File: src/hw/rtl/utc_pkg.sv
`default_nettype none
package utc_pkg;

  // pipeline depth, input register to output register
  localparam int unsigned NSTG = 12;

  localparam int unsigned SEC_W   = 36;
  localparam int unsigned DAY_W   = 20;
  localparam int unsigned A_W     = 22;
  localparam int unsigned RSEC_W  = 17;

  localparam int unsigned YEAR_W  = 12;
  localparam int unsigned MONTH_W = 4;
  localparam int unsigned MDAY_W  = 5;
  localparam int unsigned HOUR_W  = 5;
  localparam int unsigned MIN_W   = 6;
  localparam int unsigned SECF_W  = 6;

  // one load enable per pipeline stage
  typedef logic [NSTG-1:0] utc_ld_t;

endpackage
`default_nettype wire

File: src/hw/rtl/utc_pipe_ctrl.sv
`default_nettype none
module utc_pipe_ctrl import utc_pkg::*; (
  input  logic    clk,
  input  logic    rst_n,
  input  logic    in_valid,
  output logic    in_ready,
  output logic    out_valid,
  input  logic    out_ready,
  output utc_ld_t ld
);

  localparam utc_ld_t FULL = '1;

  utc_ld_t v_r;
  utc_ld_t v_nxt;
  utc_ld_t src;

  // a stage loads unless it and every stage after it hold a word and the sink stalls
  always_comb begin
    for (int k = 0; k < NSTG; k++) begin
      ld[k] = out_ready || ((v_r >> k) != (FULL >> k));
    end
  end

  assign src   = {v_r[NSTG-2:0], in_valid};
  assign v_nxt = (ld & src) | (~ld & v_r);

  always_ff @(posedge clk) begin
    if (!rst_n) begin
      v_r <= '0;
    end else begin
      v_r <= v_nxt;
    end
  end

  assign in_ready  = ld[0];
  assign out_valid = v_r[NSTG-1];

endmodule
`default_nettype wire

File: src/hw/rtl/utc_dsplit.sv
`default_nettype none
module utc_dsplit import utc_pkg::*; (
  input  logic             clk,
  input  utc_ld_t          ld,
  input  logic [SEC_W-1:0] secs,
  output logic [A_W-1:0]   jdn_a,
  output logic [RSEC_W-1:0] rsec
);

  // seconds / 86400 as (seconds >> 7) / 675, reciprocal 2^29 / 675
  localparam int unsigned DIV_SH  = 7;
  localparam int unsigned X_W     = SEC_W - DIV_SH;
  localparam int unsigned RECIP_W = 20;
  localparam int unsigned PROD_W  = X_W + RECIP_W;
  localparam int unsigned RECIP   = 795364;
  localparam int unsigned SPD     = 86400;
  localparam int unsigned REM_W   = 18;
  // epoch day number plus the first offset of the date method
  localparam int unsigned JDN_OFF = 2440588 + 68569;

  logic [PROD_W-1:0] prod1;
  logic [DAY_W-1:0]  s1_dq_r;
  logic [SEC_W-1:0]  s1_secs_r;

  logic [SEC_W-1:0]  mul2;
  logic [SEC_W-1:0]  diff2;
  logic [DAY_W-1:0]  s2_dq_r;
  logic [REM_W-1:0]  s2_rem_r;

  logic              ge3;
  logic [REM_W-1:0]  rem3;
  logic [A_W-1:0]    s3_a_r;
  logic [RSEC_W-1:0] s3_rsec_r;

  assign prod1 = PROD_W'(secs[SEC_W-1:DIV_SH]) * PROD_W'(RECIP);

  always_ff @(posedge clk) begin
    if (ld[0]) begin
      s1_dq_r   <= prod1[PROD_W-1:X_W];
      s1_secs_r <= secs;
    end
  end

  // estimate is low by at most one day
  assign mul2  = SEC_W'(s1_dq_r) * SEC_W'(SPD);
  assign diff2 = s1_secs_r - mul2;

  always_ff @(posedge clk) begin
    if (ld[1]) begin
      s2_dq_r  <= s1_dq_r;
      s2_rem_r <= diff2[REM_W-1:0];
    end
  end

  assign ge3  = s2_rem_r >= REM_W'(SPD);
  assign rem3 = ge3 ? s2_rem_r - REM_W'(SPD) : s2_rem_r;

  always_ff @(posedge clk) begin
    if (ld[2]) begin
      s3_a_r    <= A_W'(s2_dq_r) + A_W'(JDN_OFF) + A_W'(ge3);
      s3_rsec_r <= rem3[RSEC_W-1:0];
    end
  end

  assign jdn_a = s3_a_r;
  assign rsec  = s3_rsec_r;

endmodule
`default_nettype wire

File: src/hw/rtl/utc_date.sv
`default_nettype none
module utc_date import utc_pkg::*; (
  input  logic               clk,
  input  utc_ld_t            ld,
  input  logic [A_W-1:0]     jdn_a,
  output logic [YEAR_W-1:0]  year,
  output logic [MONTH_W-1:0] month,
  output logic [MDAY_W-1:0]  mday
);

  localparam int unsigned C_W  = 7;
  localparam int unsigned A2_W = 16;
  localparam int unsigned A3_W = 10;
  localparam int unsigned MQ_W = 4;

  localparam int unsigned GCYC     = 146097;
  localparam int unsigned GCYC_REC = 114;     // 2^24 / 146097, taken on 4a
  localparam int unsigned YCYC     = 1461001;
  localparam int unsigned YMUL     = 4000;
  localparam int unsigned YCYC_REC = 179;     // 4000 * 2^16 / 1461001
  localparam int unsigned QCYC     = 1461;
  localparam int unsigned MCYC     = 2447;
  localparam int unsigned MMUL     = 80;
  localparam int unsigned MCYC_REC = 33;      // 80 * 2^10 / 2447
  localparam int unsigned YEAR_OFF = 6800;    // 4900 century bias plus 1900
  localparam logic [MQ_W-1:0] MQ_WRAP = 4'd11;

  // (2447 * m) / 80
  localparam logic [8:0] MDAY_OFF [16] = '{
    9'd0,   9'd30,  9'd61,  9'd91,  9'd122, 9'd152, 9'd183, 9'd214,
    9'd244, 9'd275, 9'd305, 9'd336, 9'd367, 9'd397, 9'd428, 9'd458
  };

  // stage 4
  logic [28:0]      p4;
  logic [C_W-1:0]   s4_cest_r;
  logic [A_W-1:0]   s4_a_r;
  // stage 5
  logic [23:0]      r5;
  logic [C_W-1:0]   s5_cest_r;
  logic [18:0]      s5_r_r;
  // stage 6
  logic             ge6;
  logic [18:0]      r6;
  logic [C_W-1:0]   s6_cent_r;
  logic [A2_W-1:0]  s6_a2_r;
  // stage 7
  logic [16:0]      y7;
  logic [24:0]      p7;
  logic [13:0]      yb7;
  logic [C_W-1:0]   s7_yest_r;
  logic [A2_W-1:0]  s7_a2_r;
  logic [YEAR_W-1:0] s7_yb_r;
  // stage 8
  logic [16:0]      y8;
  logic [27:0]      t8;
  logic             ge8;
  logic [C_W-1:0]   s8_yq_r;
  logic [A2_W-1:0]  s8_a2_r;
  logic [YEAR_W-1:0] s8_yb_r;
  // stage 9
  logic [17:0]      q9;
  logic [16:0]      a3w;
  logic [A3_W-1:0]  s9_a3_r;
  logic [C_W-1:0]   s9_yq_r;
  logic [YEAR_W-1:0] s9_yb_r;
  // stage 10
  logic [15:0]      p10;
  logic [MQ_W-1:0]  s10_mest_r;
  logic [A3_W-1:0]  s10_a3_r;
  logic [C_W-1:0]   s10_yq_r;
  logic [YEAR_W-1:0] s10_yb_r;
  // stage 11
  logic [16:0]      t11;
  logic             ge11;
  logic [MQ_W-1:0]  s11_mq_r;
  logic [A3_W-1:0]  s11_a3_r;
  logic [C_W-1:0]   s11_yq_r;
  logic [YEAR_W-1:0] s11_yb_r;
  // stage 12
  logic             carry12;
  logic [A3_W-1:0]  dy12;
  logic [YEAR_W-1:0] year_r;
  logic [MONTH_W-1:0] month_r;
  logic [MDAY_W-1:0] mday_r;

  // century estimate, low by at most one
  assign p4 = 29'(jdn_a) * 29'(GCYC_REC);

  always_ff @(posedge clk) begin
    if (ld[3]) begin
      s4_cest_r <= p4[28:22];
      s4_a_r    <= jdn_a;
    end
  end

  assign r5 = {s4_a_r, 2'b00} - 24'(s4_cest_r) * 24'(GCYC);

  always_ff @(posedge clk) begin
    if (ld[4]) begin
      s5_cest_r <= s4_cest_r;
      s5_r_r    <= r5[18:0];
    end
  end

  // day within the century is the remainder of 4a over the cycle, divided by four
  assign ge6 = s5_r_r >= 19'(GCYC);
  assign r6  = ge6 ? s5_r_r - 19'(GCYC) : s5_r_r;

  always_ff @(posedge clk) begin
    if (ld[5]) begin
      s6_cent_r <= s5_cest_r + C_W'(ge6);
      s6_a2_r   <= r6[17:2];
    end
  end

  assign y7  = 17'(s6_a2_r) + 17'd1;
  assign p7  = 25'(y7) * 25'(YCYC_REC);
  assign yb7 = 14'(s6_cent_r) * 14'(100) - 14'(YEAR_OFF);

  always_ff @(posedge clk) begin
    if (ld[6]) begin
      s7_yest_r <= p7[22:16];
      s7_a2_r   <= s6_a2_r;
      s7_yb_r   <= yb7[YEAR_W-1:0];
    end
  end

  assign y8  = 17'(s7_a2_r) + 17'd1;
  assign t8  = 28'(y8) * 28'(YMUL) - 28'(s7_yest_r) * 28'(YCYC);
  assign ge8 = t8 >= 28'(YCYC);

  always_ff @(posedge clk) begin
    if (ld[7]) begin
      s8_yq_r <= s7_yest_r + C_W'(ge8);
      s8_a2_r <= s7_a2_r;
      s8_yb_r <= s7_yb_r;
    end
  end

  assign q9  = 18'(s8_yq_r) * 18'(QCYC);
  assign a3w = 17'(s8_a2_r) + 17'd31 - 17'(q9[17:2]);

  always_ff @(posedge clk) begin
    if (ld[8]) begin
      s9_a3_r <= a3w[A3_W-1:0];
      s9_yq_r <= s8_yq_r;
      s9_yb_r <= s8_yb_r;
    end
  end

  // month estimate, counted from march
  assign p10 = 16'(s9_a3_r) * 16'(MCYC_REC);

  always_ff @(posedge clk) begin
    if (ld[9]) begin
      s10_mest_r <= p10[13:10];
      s10_a3_r   <= s9_a3_r;
      s10_yq_r   <= s9_yq_r;
      s10_yb_r   <= s9_yb_r;
    end
  end

  assign t11  = 17'(s10_a3_r) * 17'(MMUL) - 17'(s10_mest_r) * 17'(MCYC);
  assign ge11 = t11 >= 17'(MCYC);

  always_ff @(posedge clk) begin
    if (ld[10]) begin
      s11_mq_r <= s10_mest_r + MQ_W'(ge11);
      s11_a3_r <= s10_a3_r;
      s11_yq_r <= s10_yq_r;
      s11_yb_r <= s10_yb_r;
    end
  end

  // january and february belong to the following year
  assign carry12 = s11_mq_r >= MQ_WRAP;
  assign dy12    = s11_a3_r - A3_W'(MDAY_OFF[s11_mq_r]);

  always_ff @(posedge clk) begin
    if (ld[11]) begin
      year_r  <= s11_yb_r + YEAR_W'(s11_yq_r) + YEAR_W'(carry12);
      month_r <= carry12 ? s11_mq_r - MQ_WRAP : s11_mq_r + 4'd1;
      mday_r  <= dy12[MDAY_W-1:0];
    end
  end

  assign year  = year_r;
  assign month = month_r;
  assign mday  = mday_r;

endmodule
`default_nettype wire

File: src/hw/rtl/utc_clock.sv
`default_nettype none
module utc_clock import utc_pkg::*; (
  input  logic              clk,
  input  utc_ld_t           ld,
  input  logic [RSEC_W-1:0] rsec,
  output logic [HOUR_W-1:0] hour,
  output logic [MIN_W-1:0]  minute,
  output logic [SECF_W-1:0] second
);

  localparam int unsigned MT_W   = 11;
  localparam int unsigned R_W    = 7;
  localparam int unsigned SIXTY  = 60;
  localparam int unsigned REC_S  = 2184;  // 2^17 / 60
  localparam int unsigned REC_M  = 34;    // 2^11 / 60
  localparam int unsigned HMS_W  = HOUR_W + MIN_W + SECF_W;

  // stage 4
  logic [28:0]        p4;
  logic [MT_W-1:0]    s4_mest_r;
  logic [RSEC_W-1:0]  s4_rsec_r;
  // stage 5
  logic [RSEC_W-1:0]  r5;
  logic [MT_W-1:0]    s5_mest_r;
  logic [R_W-1:0]     s5_rem_r;
  // stage 6
  logic               ge6;
  logic [R_W-1:0]     sec6;
  logic [MT_W-1:0]    s6_mt_r;
  logic [SECF_W-1:0]  s6_sec_r;
  // stage 7
  logic [16:0]        p7;
  logic [HOUR_W-1:0]  s7_hest_r;
  logic [MT_W-1:0]    s7_mt_r;
  logic [SECF_W-1:0]  s7_sec_r;
  // stage 8
  logic [MT_W-1:0]    r8;
  logic [HOUR_W-1:0]  s8_hest_r;
  logic [R_W-1:0]     s8_rem_r;
  logic [SECF_W-1:0]  s8_sec_r;
  // stage 9
  logic               ge9;
  logic [R_W-1:0]     min9;
  logic [HMS_W-1:0]   s9_hms_r;
  // stages 10 to 12 only carry the result alongside the date
  logic [HMS_W-1:0]   dl_r [3];

  assign p4 = 29'(rsec) * 29'(REC_S);

  always_ff @(posedge clk) begin
    if (ld[3]) begin
      s4_mest_r <= p4[27:17];
      s4_rsec_r <= rsec;
    end
  end

  assign r5 = s4_rsec_r - RSEC_W'(s4_mest_r) * RSEC_W'(SIXTY);

  always_ff @(posedge clk) begin
    if (ld[4]) begin
      s5_mest_r <= s4_mest_r;
      s5_rem_r  <= r5[R_W-1:0];
    end
  end

  assign ge6  = s5_rem_r >= R_W'(SIXTY);
  assign sec6 = ge6 ? s5_rem_r - R_W'(SIXTY) : s5_rem_r;

  always_ff @(posedge clk) begin
    if (ld[5]) begin
      s6_mt_r  <= s5_mest_r + MT_W'(ge6);
      s6_sec_r <= sec6[SECF_W-1:0];
    end
  end

  // minute of the day split into hour and minute
  assign p7 = 17'(s6_mt_r) * 17'(REC_M);

  always_ff @(posedge clk) begin
    if (ld[6]) begin
      s7_hest_r <= p7[15:11];
      s7_mt_r   <= s6_mt_r;
      s7_sec_r  <= s6_sec_r;
    end
  end

  assign r8 = s7_mt_r - MT_W'(s7_hest_r) * MT_W'(SIXTY);

  always_ff @(posedge clk) begin
    if (ld[7]) begin
      s8_hest_r <= s7_hest_r;
      s8_rem_r  <= r8[R_W-1:0];
      s8_sec_r  <= s7_sec_r;
    end
  end

  assign ge9  = s8_rem_r >= R_W'(SIXTY);
  assign min9 = ge9 ? s8_rem_r - R_W'(SIXTY) : s8_rem_r;

  always_ff @(posedge clk) begin
    if (ld[8]) begin
      s9_hms_r <= {s8_hest_r + HOUR_W'(ge9), min9[MIN_W-1:0], s8_sec_r};
    end
  end

  always_ff @(posedge clk) begin
    if (ld[9]) begin
      dl_r[0] <= s9_hms_r;
    end
    if (ld[10]) begin
      dl_r[1] <= dl_r[0];
    end
    if (ld[11]) begin
      dl_r[2] <= dl_r[1];
    end
  end

  assign hour   = dl_r[2][HMS_W-1 -: HOUR_W];
  assign minute = dl_r[2][SECF_W +: MIN_W];
  assign second = dl_r[2][SECF_W-1:0];

endmodule
`default_nettype wire

File: src/hw/rtl/unix_time_to_calendar.sv
// throughput: one word per cycle unless the sink stalls; each stage moves on when the
//   stage after it has room, so bubbles close up and input is taken while a result
//   waits at the output
// cost per stage: constant multiplies with subtracts, a table lookup, or a compare-and-correct step
// reset: synchronous, active low; clears the stage valid bits only, no clearing pass
`default_nettype none
module unix_time_to_calendar import utc_pkg::*; (
  input  logic               clk,
  input  logic               rst_n,
  input  logic               in_valid,
  output logic               in_ready,
  input  logic [SEC_W-1:0]   in_unix_seconds,
  output logic               out_valid,
  input  logic               out_ready,
  output logic [YEAR_W-1:0]  out_year_since_1900,
  output logic [MONTH_W-1:0] out_month_index,
  output logic [MDAY_W-1:0]  out_day_of_month,
  output logic [HOUR_W-1:0]  out_hour_of_day,
  output logic [MIN_W-1:0]   out_minute_of_hour,
  output logic [SECF_W-1:0]  out_second_of_minute
);

  utc_ld_t           ld;
  logic [A_W-1:0]    jdn_a;
  logic [RSEC_W-1:0] rsec;

  utc_pipe_ctrl u_ctrl (
    .clk       (clk),
    .rst_n     (rst_n),
    .in_valid  (in_valid),
    .in_ready  (in_ready),
    .out_valid (out_valid),
    .out_ready (out_ready),
    .ld        (ld)
  );

  utc_dsplit u_dsplit (
    .clk   (clk),
    .ld    (ld),
    .secs  (in_unix_seconds),
    .jdn_a (jdn_a),
    .rsec  (rsec)
  );

  utc_date u_date (
    .clk   (clk),
    .ld    (ld),
    .jdn_a (jdn_a),
    .year  (out_year_since_1900),
    .month (out_month_index),
    .mday  (out_day_of_month)
  );

  utc_clock u_clock (
    .clk    (clk),
    .ld     (ld),
    .rsec   (rsec),
    .hour   (out_hour_of_day),
    .minute (out_minute_of_hour),
    .second (out_second_of_minute)
  );

endmodule
`default_nettype wire

File: config.mk
export PLATFORM = sky130hd
export DESIGN_NAME = unix_time_to_calendar
export DESIGN_NICKNAME = d
export VERILOG_FILES = /design/src/hw/rtl/utc_pkg.sv /design/src/hw/rtl/utc_pipe_ctrl.sv /design/src/hw/rtl/utc_dsplit.sv /design/src/hw/rtl/utc_date.sv /design/src/hw/rtl/utc_clock.sv /design/src/hw/rtl/unix_time_to_calendar.sv
export SDC_FILE = /design/constraint.sdc
export NUM_CORES = 2
export LEC_CHECK = 0
export BUFFER_PORTS_ARGS = -buffer_cell sky130_fd_sc_hd__buf_2
export CAP_MARGIN = 10
export CELL_PAD_IN_SITES_DETAIL_PLACEMENT = 0
export CELL_PAD_IN_SITES_GLOBAL_PLACEMENT = 1
export CORE_ASPECT_RATIO = 0.8
export CORE_MARGIN = 5
export CORE_UTILIZATION = 40
export DETAILED_ROUTE_END_ITERATION = 12
export HOLD_SLACK_MARGIN = 0.06
export PLACE_DENSITY = 0.64
export SLEW_MARGIN = 20
export SYNTH_ARGS = -nofsm -noshare
export SYNTH_HDL_FRONTEND = slang
export SYNTH_SLANG_ARGS = --single-unit
File: constraint.sdc
create_clock -name clk -period 9.1 [get_ports clk]
set_input_delay 1.82 -clock clk [delete_from_list [all_inputs] [get_ports clk]]
set_output_delay 1.82 -clock clk [all_outputs]
set_load 0.005 [all_outputs]
==> out/qor.yml <==
timing:
  hold_viol: 0
  timing.final.crit_share_pct: 95.8
  hold-worst-slack_ns: 0.400
  min_period_ns: 8.72
  tightest_slew_ns: 0.983
  finClkSkew_ns: 0.0372
  setup-violations-final: 0
  fmax_mhz: 115
  drv_slew: 0
  slew_headroom_pct: 34.2
worst_setup_path:
  cp_slowest_stage_delay_ns: 0.55
  r2r_slack_ns: 0.38
  worst_r2r_path_depth: 41
  r2r-start: "u_date.s7_a2_r[3]"
  cp_max_fo: 5
  worstPathRequired_ns: 9.48
  critPathBufInv: 9
  crit_arrival_ns: 9.09
  start_kind: "flip-flop"
  crit_family: "adder cells"
  crit_slowest_cell: "or4_1"
  crit_path_end_kind: "flip-flop"
  crit_top_cell: "inv_1"
  r2r-end: "u_date.s8_yq_r[5]"
  worst-path-stages: 41
  path_class: "flip-flop to flip-flop"
run_status:
  status: "complete, no violations"
worst_hold_path:
  hold_class: "flip-flop to flip-flop"
  min_from: "u_date.s8_yb_r[11]"
  min_path_cells: 0
  min_to: "u_date.s9_yb_r[11]"
floorplanning:
  ios: 80
  rows: 108
  die_h_um: 306
  initial_core_util_pct: 40.4
  core_um2: 109000
  die_w_um: 380
  die_area_um2: 116000
finish:
  mostFrequentLayoutCell: "ha_1"
  final_cell_mix: "775 x ha_1, 727 x inv_1, 509 x edfxtp_1"
  n_fill_cell: 10200
  drive_gt1_share_pct: 7.43
  seq_area_um2: 15500
  nNetsFinal: 5039
  stdcell_count: 5304
  area_growth_syn_to_layout_pct: 10.8
  antenna_cells: 0
  multi_input_area_um2: 25900
yosys:
  yosysSeqAreaShare_pct: 35.4
  synth-seq-cells: 521
  yosysUniqueCellTypes: 63
  syn-instance-count: 3665
  synth-edff-count: 509
  netlist_area_um2: 43900
  syn_nets: 4880
  ys.flop_type: "edfxtp_1"
  syn_area_per_cell_um2: 12.0
  yosysWarningCount: 0
  async_flop_share_pct: 0
clocking:
  clockBufferDepth: 3
  htreeDepth: 2
  clock_latency_ns: 0.64
  path_clk_slew_ns: 0.07
  cts_root_buf: "clkbuf_16"
  clock_sinks: 521
  cts_tree: "yes"
  cts_buffers: 59
place:
  globalplace.congestion: 0.783
  portBuffers: 79
  post-dp-hpwl_um: 64000
  dp_cells: 5187
detailed_routing:
  avgViaCountPerCell: 4.65
  drt_wl_total_um: 78400
  ant_nets: 0
  dr_wl_met2_um: 34800
  top_layer_used: "met4"
  drc: 0
  avgRoutedWirePerCell_um: 14.8
  drtIter0Drc: 988
  m1WireLength_um: 40500
  first_pass_iters: 5
  wl_met3_um: 1790
  vias: 24700
global_routing:
  grt_pass1_vias: 25500
  grt_pass1_wl_um: 133000
  overflow: 0
  antenna_found_initial: 1
  grt_max_degree: 52
  grt_util_all_layers_pct: 13.8
run:
  maxCapViolCount: 0
==> metrics by stage <==
step                      util, %  area, um^2  setup slack (ns)  setup TNS [ns]
after detailed placement     42.5       46200           -0.0875          -0.321
after floorplan                 -       43900             0.623               0
after global placement       42.5       46200           -0.0188         -0.0309
after global routing         44.8       48600           -0.0410         -0.0462
after CTS                    44.4       48200           0.00895               0
final                        44.8       48600             0.381               0
==> cell usage after synthesis (5+ instances only) <==
library cell / number / share of area (%)
ha_1: 789 / 22
inv_1: 732 / 6.3
edfxtp_1: 509 / 35
fa_1: 386 / 18
xnor2_1: 206 / 4.1
a21oi_1: 138 / 1.6
nor2_1: 112 / 0.96
xor2_1: 104 / 2.1
nand2_1: 91 / 0.78
o21ai_0: 75 / 0.86
nand3_1: 62 / 0.71
a21o_1: 50 / 0.86
nor3_1: 40 / 0.46
nand2b_1: 38 / 0.54
and3_1: 29 / 0.41
nor2b_1: 28 / 0.40
o21a_1: 28 / 0.48
o21bai_1: 28 / 0.48
a31oi_1: 20 / 0.29
buf_4: 17 / 0.29
nand4_1: 16 / 0.23
and2_1: 12 / 0.17
dfxtp_1: 12 / 0.55
a211oi_1: 9 / 0.15
a21boi_0: 9 / 0.15
clkbuf_1: 9 / 0.077
nor4_1: 8 / 0.11
or3_1: 8 / 0.11
a31o_2: 7 / 0.14
o22ai_1: 7 / 0.10
nand3b_1: 6 / 0.10
o2111ai_1: 6 / 0.12
or4_1: 6 / 0.10
a41o_1: 5 / 0.11
mux2_2: 5 / 0.13
o211ai_1: 5 / 0.086
or2_2: 5 / 0.071
==> logic make-up after synthesis <==
kind of cell | share of synthesized area [%]
adders and majority gates | 40.1
buffers and inverters | 6.64
xor gates and xnor gates | 6.24
DFF | 35.4
AOI/OAI and AO/OA | 6.10
and+or+nand+nor | 5.34
muxes | 0.197
==> state kept, by name, indices dropped and copies added, names as in the netlist, 16 cells and up, named ones only <==
signal	flops
u_date.s6_a2_r	16
u_dsplit.s2_rem_r	18
u_date.s4_a_r	17
u_dsplit.jdn_a	21
u_date.s5_r_r	19
u_dsplit.s2_dq_r	20
u_dsplit.s1_secs_r	18
u_clock.dl_r	51
u_dsplit.rsec	17
u_date.s7_a2_r	16
u_dsplit.s1_dq_r	20
u_clock.s9_hms_r	17
==> worst reg2reg max path: cells and delay by family, from the launching register on <==
family,cells,cell delay (ns)
simple gates,11,1.94
compound gates,10,1.59
buf+inv,9,1.08
fa+ha+maj,9,3.04
flops,1,0.41
xor+xnor,2,0.41
==> what timing repair did <==
action,in CTS,in global routing
hold buffers,0,0
setup buffers,0,6
pin swaps,1,14
setup endpoints to repair,6,7
resized for setup,8,56
==> layout make-up <==
class,instances,area share (%)
clock buffers,67,3.10
clock inverters,44,0.957
inverters,733,5.66
multi-input cells,2385,53.2
flip-flops and latches,521,31.9
well taps,1430,3.68
repair buffers,124,1.52
==> how the worst max path moves through the flow <==
stage	startpoint	to	slack, ns
floorplan	u_date.s7_a2_r[0]	u_date.s8_yq_r[6]	0.62
global placement	u_date.s7_a2_r[0]	u_date.s8_yq_r[6]	-0.02
detailed placement	u_date.s7_a2_r[0]	u_date.s8_yq_r[4]	-0.09
CTS	u_date.s7_a2_r[0]	u_date.s8_yq_r[4]	0.009
global route	u_date.s7_a2_r[1]	u_date.s8_yq_r[5]	-0.04
finish	u_date.s7_a2_r[3]	u_date.s8_yq_r[5]	0.38
==> metal layers <==
layer	GRT usage (%)	up-vias
li1	-	12700
met1	20.8	11700
met2	21.9	210
met3	1.41	84
met4	2.62	0
met5	0	-
Power is left out: the tool's default activity adds up to more than one toggle a clock period on the data nets, which glitch-free logic cannot reach.
